File: src/design/rwcs_pkg.sv
package rwcs_pkg;

  localparam int SCREEN_HEIGHT = 480;
  localparam int MAX_TEX_DIM   = 4096;
  localparam int MID_ROW       = SCREEN_HEIGHT / 2;
  localparam int NUM_REGS      = 8;

  // pipelined divider geometry
  localparam int DIV_NW = 29;
  localparam int DIV_DW = 24;

  localparam logic [DIV_NW-1:0] HEIGHT_NUM = DIV_NW'(SCREEN_HEIGHT * 65536);

  typedef enum logic [1:0] {
    FACE_NORTH = 2'd0,
    FACE_SOUTH = 2'd1,
    FACE_WEST  = 2'd2,
    FACE_EAST  = 2'd3
  } face_t;

  function automatic logic [12:0] clamp_dim(input logic [12:0] v);
    logic [12:0] r;
    if (v == 13'd0) begin
      r = 13'd1;
    end else if (v > 13'(MAX_TEX_DIM)) begin
      r = 13'(MAX_TEX_DIM);
    end else begin
      r = v;
    end
    return r;
  endfunction

  typedef struct packed {
    logic [10:0] column;
    face_t       face;
    logic [12:0] th;
    logic        dist_zero;
    logic [11:0] tx;
  } sb_a_t;

  typedef struct packed {
    logic [10:0] column;
    face_t       face;
    logic [15:0] height;
    logic [8:0]  first_row;
    logic [8:0]  stop_row;
    logic [11:0] tx;
    logic [16:0] a2;
  } sb_b_t;

endpackage

File: src/design/rwcs_div.sv
module rwcs_div (
  input  logic                          clk,
  input  logic                          rst_n,
  input  logic                          en,
  input  logic                          in_vld,
  input  logic [rwcs_pkg::DIV_NW-1:0]   num,
  input  logic [rwcs_pkg::DIV_DW-1:0]   den,
  output logic                          out_vld,
  output logic [rwcs_pkg::DIV_NW-1:0]   quo
);

  localparam int NW = rwcs_pkg::DIV_NW;
  localparam int DW = rwcs_pkg::DIV_DW;

  logic          vld_r [NW];
  logic [DW-1:0] rem_r [NW];
  logic [NW-1:0] num_r [NW];
  logic [NW-1:0] quo_r [NW];
  logic [DW-1:0] den_r [NW];

  logic          vld_nxt [NW];
  logic [DW-1:0] rem_nxt [NW];
  logic [NW-1:0] num_nxt [NW];
  logic [NW-1:0] quo_nxt [NW];
  logic [DW-1:0] den_nxt [NW];

  // one restoring step per stage, msb first
  always_comb begin
    logic          s_vld;
    logic [DW-1:0] s_rem;
    logic [NW-1:0] s_num;
    logic [NW-1:0] s_quo;
    logic [DW-1:0] s_den;
    logic [DW:0]   part;
    logic [DW:0]   diff;
    logic          ge;
    for (int k = 0; k < NW; k++) begin
      if (k == 0) begin
        s_vld = in_vld;
        s_rem = '0;
        s_num = num;
        s_quo = '0;
        s_den = den;
      end else begin
        s_vld = vld_r[k-1];
        s_rem = rem_r[k-1];
        s_num = num_r[k-1];
        s_quo = quo_r[k-1];
        s_den = den_r[k-1];
      end
      part = {s_rem, s_num[NW-1]};
      diff = part - {1'b0, s_den};
      ge   = (part >= {1'b0, s_den});
      vld_nxt[k] = s_vld;
      rem_nxt[k] = ge ? diff[DW-1:0] : part[DW-1:0];
      num_nxt[k] = {s_num[NW-2:0], 1'b0};
      quo_nxt[k] = {s_quo[NW-2:0], ge};
      den_nxt[k] = s_den;
    end
  end

  always_ff @(posedge clk) begin
    for (int k = 0; k < NW; k++) begin
      if (!rst_n) begin
        vld_r[k] <= 1'b0;
      end else if (en) begin
        vld_r[k] <= vld_nxt[k];
      end
      if (en) begin
        rem_r[k] <= rem_nxt[k];
        num_r[k] <= num_nxt[k];
        quo_r[k] <= quo_nxt[k];
        den_r[k] <= den_nxt[k];
      end
    end
  end

  assign out_vld = vld_r[NW-1];
  assign quo     = quo_r[NW-1];

endmodule

File: config.mk
export PLATFORM = sky130hd
export DESIGN_NAME = rwcs_div
export DESIGN_NICKNAME = d
export VERILOG_FILES = /design/src/design/rwcs_pkg.sv /design/src/design/rwcs_div.sv
export SDC_FILE = /design/constraint.sdc
export NUM_CORES = 2
export LEC_CHECK = 0
export BUFFER_PORTS_ARGS = -buffer_cell sky130_fd_sc_hd__buf_2
export CORE_ASPECT_RATIO = 0.8
export CORE_MARGIN = 2
export CORE_UTILIZATION = 55
export CTS_CLUSTER_SIZE = 14
export DETAILED_ROUTE_END_ITERATION = 10
export PLACE_DENSITY = 0.78
export REMOVE_ABC_BUFFERS = 1
export SLEW_MARGIN = 20
export SYNTH_ARGS = -nofsm -noshare
export SYNTH_HDL_FRONTEND = slang
export SYNTH_SLANG_ARGS = --single-unit
File: constraint.sdc
create_clock -name clk -period 4.2 [get_ports clk]
set_input_delay 0.42 -clock clk [delete_from_list [all_inputs] [get_ports clk]]
set_output_delay 0.42 -clock clk [all_outputs]
set_load 0.01 [all_outputs]
-- Yosys cells after proc, flatten, opt, wreduce, memory -nomap -nowiden
Memories as Yosys holds them, arrays and structs flattened.
Cells that the tools add are included.
- flip-flop bits (word level): 0
- memory bits (writable): 3074
- bits of input ports: 57
- output and inout port bits: 30
- word-level logic and storage cells: 155
- memories: 5
- add/sub/neg operators: 29
- magnitude comparators: 29
- multiplexer cells: 63
- bitwise operators: 29
- memories (name ; words ; width ; read ports ; clocked after memory_dff ; wr ports ; line ; text):
    quo_r ; 29 ; 29 ; 29 ; 0 ; 29 ; rwcs_div.sv:18 ; logic [NW-1:0] quo_r [NW];
    num_r ; 29 ; 28 ; 28 ; 0 ; 29 ; rwcs_div.sv:17 ; logic [NW-1:0] num_r [NW];
    den_r ; 29 ; 24 ; 28 ; 0 ; 29 ; rwcs_div.sv:19 ; logic [DW-1:0] den_r [NW];
    rem_r ; 29 ; 24 ; 28 ; 0 ; 29 ; rwcs_div.sv:16 ; logic [DW-1:0] rem_r [NW];
    vld_r ; 29 ; 1 ; 29 ; 0 ; 29 ; rwcs_div.sv:15 ; logic vld_r [NW];
- operators by type and width (operator ; count):
    $ge A25 B24 Y1 ; 28
    $mux W24 ; 29
    $sub A24 B24 Y24 ; 28
    $mux W1 ; 34
    $or A1 B1 Y1 ; 29
    $ge A1 B24 Y1 ; 1
    $sub A1 B24 Y24 ; 1

-- Logic depth before layout (Yosys ltp)
- depth in word-level cells: 4
- mapped depth: 14
- mapped depth without buffers: 13

-- Least setup slack after synthesis
OpenSTA, ideal clock, no wires.
- kind: register -> register
- start point: memory rem_r[0][324] in the netlist's numbering
- end point: memory rem_r[0][352] in the netlist's numbering, data pin
- setup time: 260 ps
- arrival time: 2957 ps
- required time: 3940 ps
- slack: 983 ps
- cell stages (with the launch flop): 13
- path buffers: 1
- period minus slack after synthesis: 3217 ps
- path through: edfxtp_1 > ha_1 > and3_4 > a221o_1 > a21oi_1 > nor2b_1 > or4b_1 > a21o_1 > nand2_1 > a21oi_2 > o32ai_4 > buf_6 > mux2_2
- RTL lines (element ; line):
    start, declared ; rwcs_div.sv:16

==> metrics.yaml <==
slew_headroom_pct: 26.7
gr-total-overflow: 0
synthFlopType: "edfxtp_1"
syn-instance-count: 8192
synth-simple-area-share_pct: 6.95
cts-root-buf: "clkbuf_16"
yosysUniqueCellTypes: 93
drtAntennaViolNets: 0
slowest_stage: "a2111oi_0"
ys.warnings.count: 0
clk_pin_slew_worst_paths_ns: 0.06
critPathMaxFanout: 36
dr.pass1.iters: 5
die_h_um: 399
cts_made_buffers: 212
worstSetupPathType: "register to register"
cts.sinks: 2214
synthMuxAreaShare_pct: 4.00
cts_hold_buf: 54
finalCritPeriodShare_pct: 95.9
grt_pass1_wl_mm: 348
required_ns: 4.93
min_period_ns: 4.03
syn_area_mm2: 0.107
worstMarginPinSlew_ns: 1.07
clock_latency_ns: 0.86
avgSynthCellArea_um2: 13.1
timing.fmax_mhz: 248
core_area_mm2: 0.195
post_cts_buffers: 0
cts_resized: 0
vias: 64300
setup-violations-final: 0
area_growth_pct: 10.9
hpwl_mm: 162
crit_top_cell: "o21ai_0"
min_to: "vld_r[1][0]"
hold_depth: 2
async_flop_share_pct: 0
ir_worst_vdd_uv: 467
report.final.slew_viol_count: 0
hp-class: "input pin to register"
synth-seq-cells: 2214
fin_util_pct: 61.1
cp-start-kind: "register"
final_common_cell: "edfxtp_1"
gp_congestion: 0.932
final_hold_viol_count: 0
rsz0062_at_grt: "false"
ios: 87
synth-compound-area-share_pct: 10.8
rr_worst_depth: 11
power_density_mw_per_mm2: 746
drive_above_1_share_pct: 10.2
min_from: "rst_n"
grt_max_degree: 139
port_buffers: 86
grt_use_total_pct: 22.2
clock_path_buffers: 3
maxCapViolations: 0
die_area_mm2: 0.199
drc: 0
clock_skew_ns: 0.0700
post-place-ws_ns: 0.292
synth_top_family_by_area: "compound AO/OA/AOI/OAI gates"
rows: 145
initial_core_util_pct: 55.1
drt_wl_total_mm: 224
worstPathCellList: "ha_1 -> a21oi_1 -> o21ai_0 -> o21ai_0 -> a2111oi_0 -> nor2_1 -> a211oi_1 -> nor2_2 -> buf_12 -> o21ai_0 -> buf_4"
max_stage_delay_ns: 0.93
synth-edff-count: 2213
wl_per_cell_um: 19.9
rrSetupSlack_ns: 0.17
cts_tree: "yes"
via_per_inst: 5.71
p_leak_nw: 47.4
antenna_found_initial: 2
status: "finished clean"
cts.htree.levels: 4
critPathArrivalTime_ns: 4.76
mostFrequentLayoutCells: "edfxtp_1 (2213), inv_1 (865), ha_1 (674)"
r2r_start: "rem_r[0][99]"
synth_xor_area_share_pct: 4.32
layout.nets: 9265
grt_pass1_vias: 61700
die_w_um: 498
r2r-end: "rem_r[0][129]"
drt_iter0_drc: 6344
yosysSeqAreaShare_pct: 61.9
endpoint_kind: "register"
yosys.area_share.adder_pct: 8.36
setup_ws_ns: 0.170
-- routing by layer --
| metal | vias to the layer above | share of wire (%) | GRT usage, % |
|---|---|---|---|
| met5 | - | 0 | 0 |
| met1 | 31000 | 48 | 34.4 |
| met2 | 2036 | 42 | 32.3 |
| li1 | 30900 | - | - |
| met3 | 337 | 7.4 | 4.22 |
| met4 | 0 | 2.2 | 5.26 |
-- sequential cells by signal (all words and copies together) (netlist names) --
| signal | cells |
|---|---|
| rem_r | 672 |
| quo_r | 435 |
| den_r | 672 |
| vld_r | 29 |
| num_r | 406 |
-- cell families after synthesis --
| kind of cell | Yosys count |
|---|---|
| mux | 374 |
| simple gates | 1553 |
| buf+inv | 1006 |
| fa+ha+maj | 701 |
| flops | 2214 |
| xor+xnor | 530 |
| compound gates | 1814 |
-- area by class of cell --
class / instances / area [um2]
fillers: 14600 / 75700
flip-flops and latches: 2214 / 66500
multi-input cells: 4972 / 37000
clock buffers: 253 / 5460
inverters: 866 / 3250
well taps: 2572 / 3220
repair buffers: 241 / 2120
clock inverters: 143 / 1440
diodes: 2 / 5.00
-- cell usage after synthesis (14+ instances only) --
| master | number | area [um2] |
|---|---|---|
| nor2_1 | 458 | 1720 |
| mux2_4 | 33 | 495 |
| a21oi_1 | 582 | 2910 |
| and3_1 | 71 | 444 |
| a31o_2 | 15 | 131 |
| a21o_1 | 268 | 2010 |
| nand2b_1 | 94 | 588 |
| o22ai_1 | 15 | 93.8 |
| or3_1 | 40 | 250 |
| and2_1 | 18 | 113 |
| nand2_1 | 401 | 1510 |
| nand3_1 | 111 | 556 |
| inv_1 | 865 | 3250 |
| nand4_1 | 86 | 538 |
| xnor2_1 | 340 | 2980 |
| a31oi_1 | 61 | 382 |
| edfxtp_1 | 2213 | 66500 |
| xor2_1 | 190 | 1660 |
| o41a_1 | 14 | 158 |
| mux2_1 | 17 | 191 |
| mux2_2 | 287 | 3230 |
| o21a_1 | 71 | 533 |
| nor3_1 | 65 | 325 |
| a221oi_1 | 14 | 123 |
| o21ai_1 | 18 | 90.1 |
| nor4_1 | 31 | 194 |
| o31ai_1 | 34 | 255 |
| ha_1 | 674 | 8430 |
| o21bai_1 | 66 | 495 |
| a211oi_1 | 27 | 203 |
| clkbuf_1 | 85 | 319 |
| a211o_1 | 26 | 228 |
| mux2i_1 | 37 | 370 |
| buf_2 | 32 | 160 |
| a21boi_0 | 40 | 300 |
| or2_2 | 16 | 100 |
| fa_1 | 27 | 541 |
| nor2b_1 | 114 | 713 |
| o211ai_1 | 25 | 188 |
| o21ai_0 | 388 | 1940 |
-- per-stage QoR --
step / std cells / hold slack, ns / instance area (um2) / TNS [ns] / power, W
after detailed placement: 10800 / 0.405 / 112000 / 0 / 0.0695
final: 11300 / 0.0710 / 119000 / 0 / 0.0888
after CTS: 11300 / 0.00221 / 119000 / 0 / 0.0888
after floorplan: 8052 / 0.400 / 107000 / -4.55 / 0.0598
after global routing: 11300 / 0.0590 / 119000 / 0 / 0.0943
after global placement: 10800 / 0.400 / 112000 / 0 / 0.0687
-- worst max path at each step --
stage	start	to	slack, ns	depth (start not counted)
2_1_floorplan	den_r[0][265]	rem_r[0][298]	-0.24	11
3_3_place_gp	rem_r[1][73]	rem_r[1][99]	0.31	12
3_5_place_dp	den_r[0][169]	rem_r[0][197]	0.29	11
4_1_cts	den_r[0][169]	rem_r[0][208]	0.26	11
5_1_grt	den_r[0][97]	rem_r[0][129]	0.005	13
6_report	rem_r[0][99]	rem_r[0][129]	0.17	11
-- power breakdown --
| group | internal [W] | switching, W |
|---|---|---|
| Combinational | 0.0164 | 0.0192 |
| Sequential | 0.0312 | 0.00325 |
| Clock | 0.0105 | 0.00828 |
| Total | 0.0581 | 0.0308 |
-- worst max-delay path, delay by kind of cell, from the launching register on --
kind                       cells  cell delay, ns
buffers and inverters          2            0.39
DFF                            1            0.48
and+or+nand+nor                2            0.23
adders and majority gates      1            0.40
AOI/OAI and AO/OA              6            2.37
Note: power is estimated with default switching activity, not from simulation.
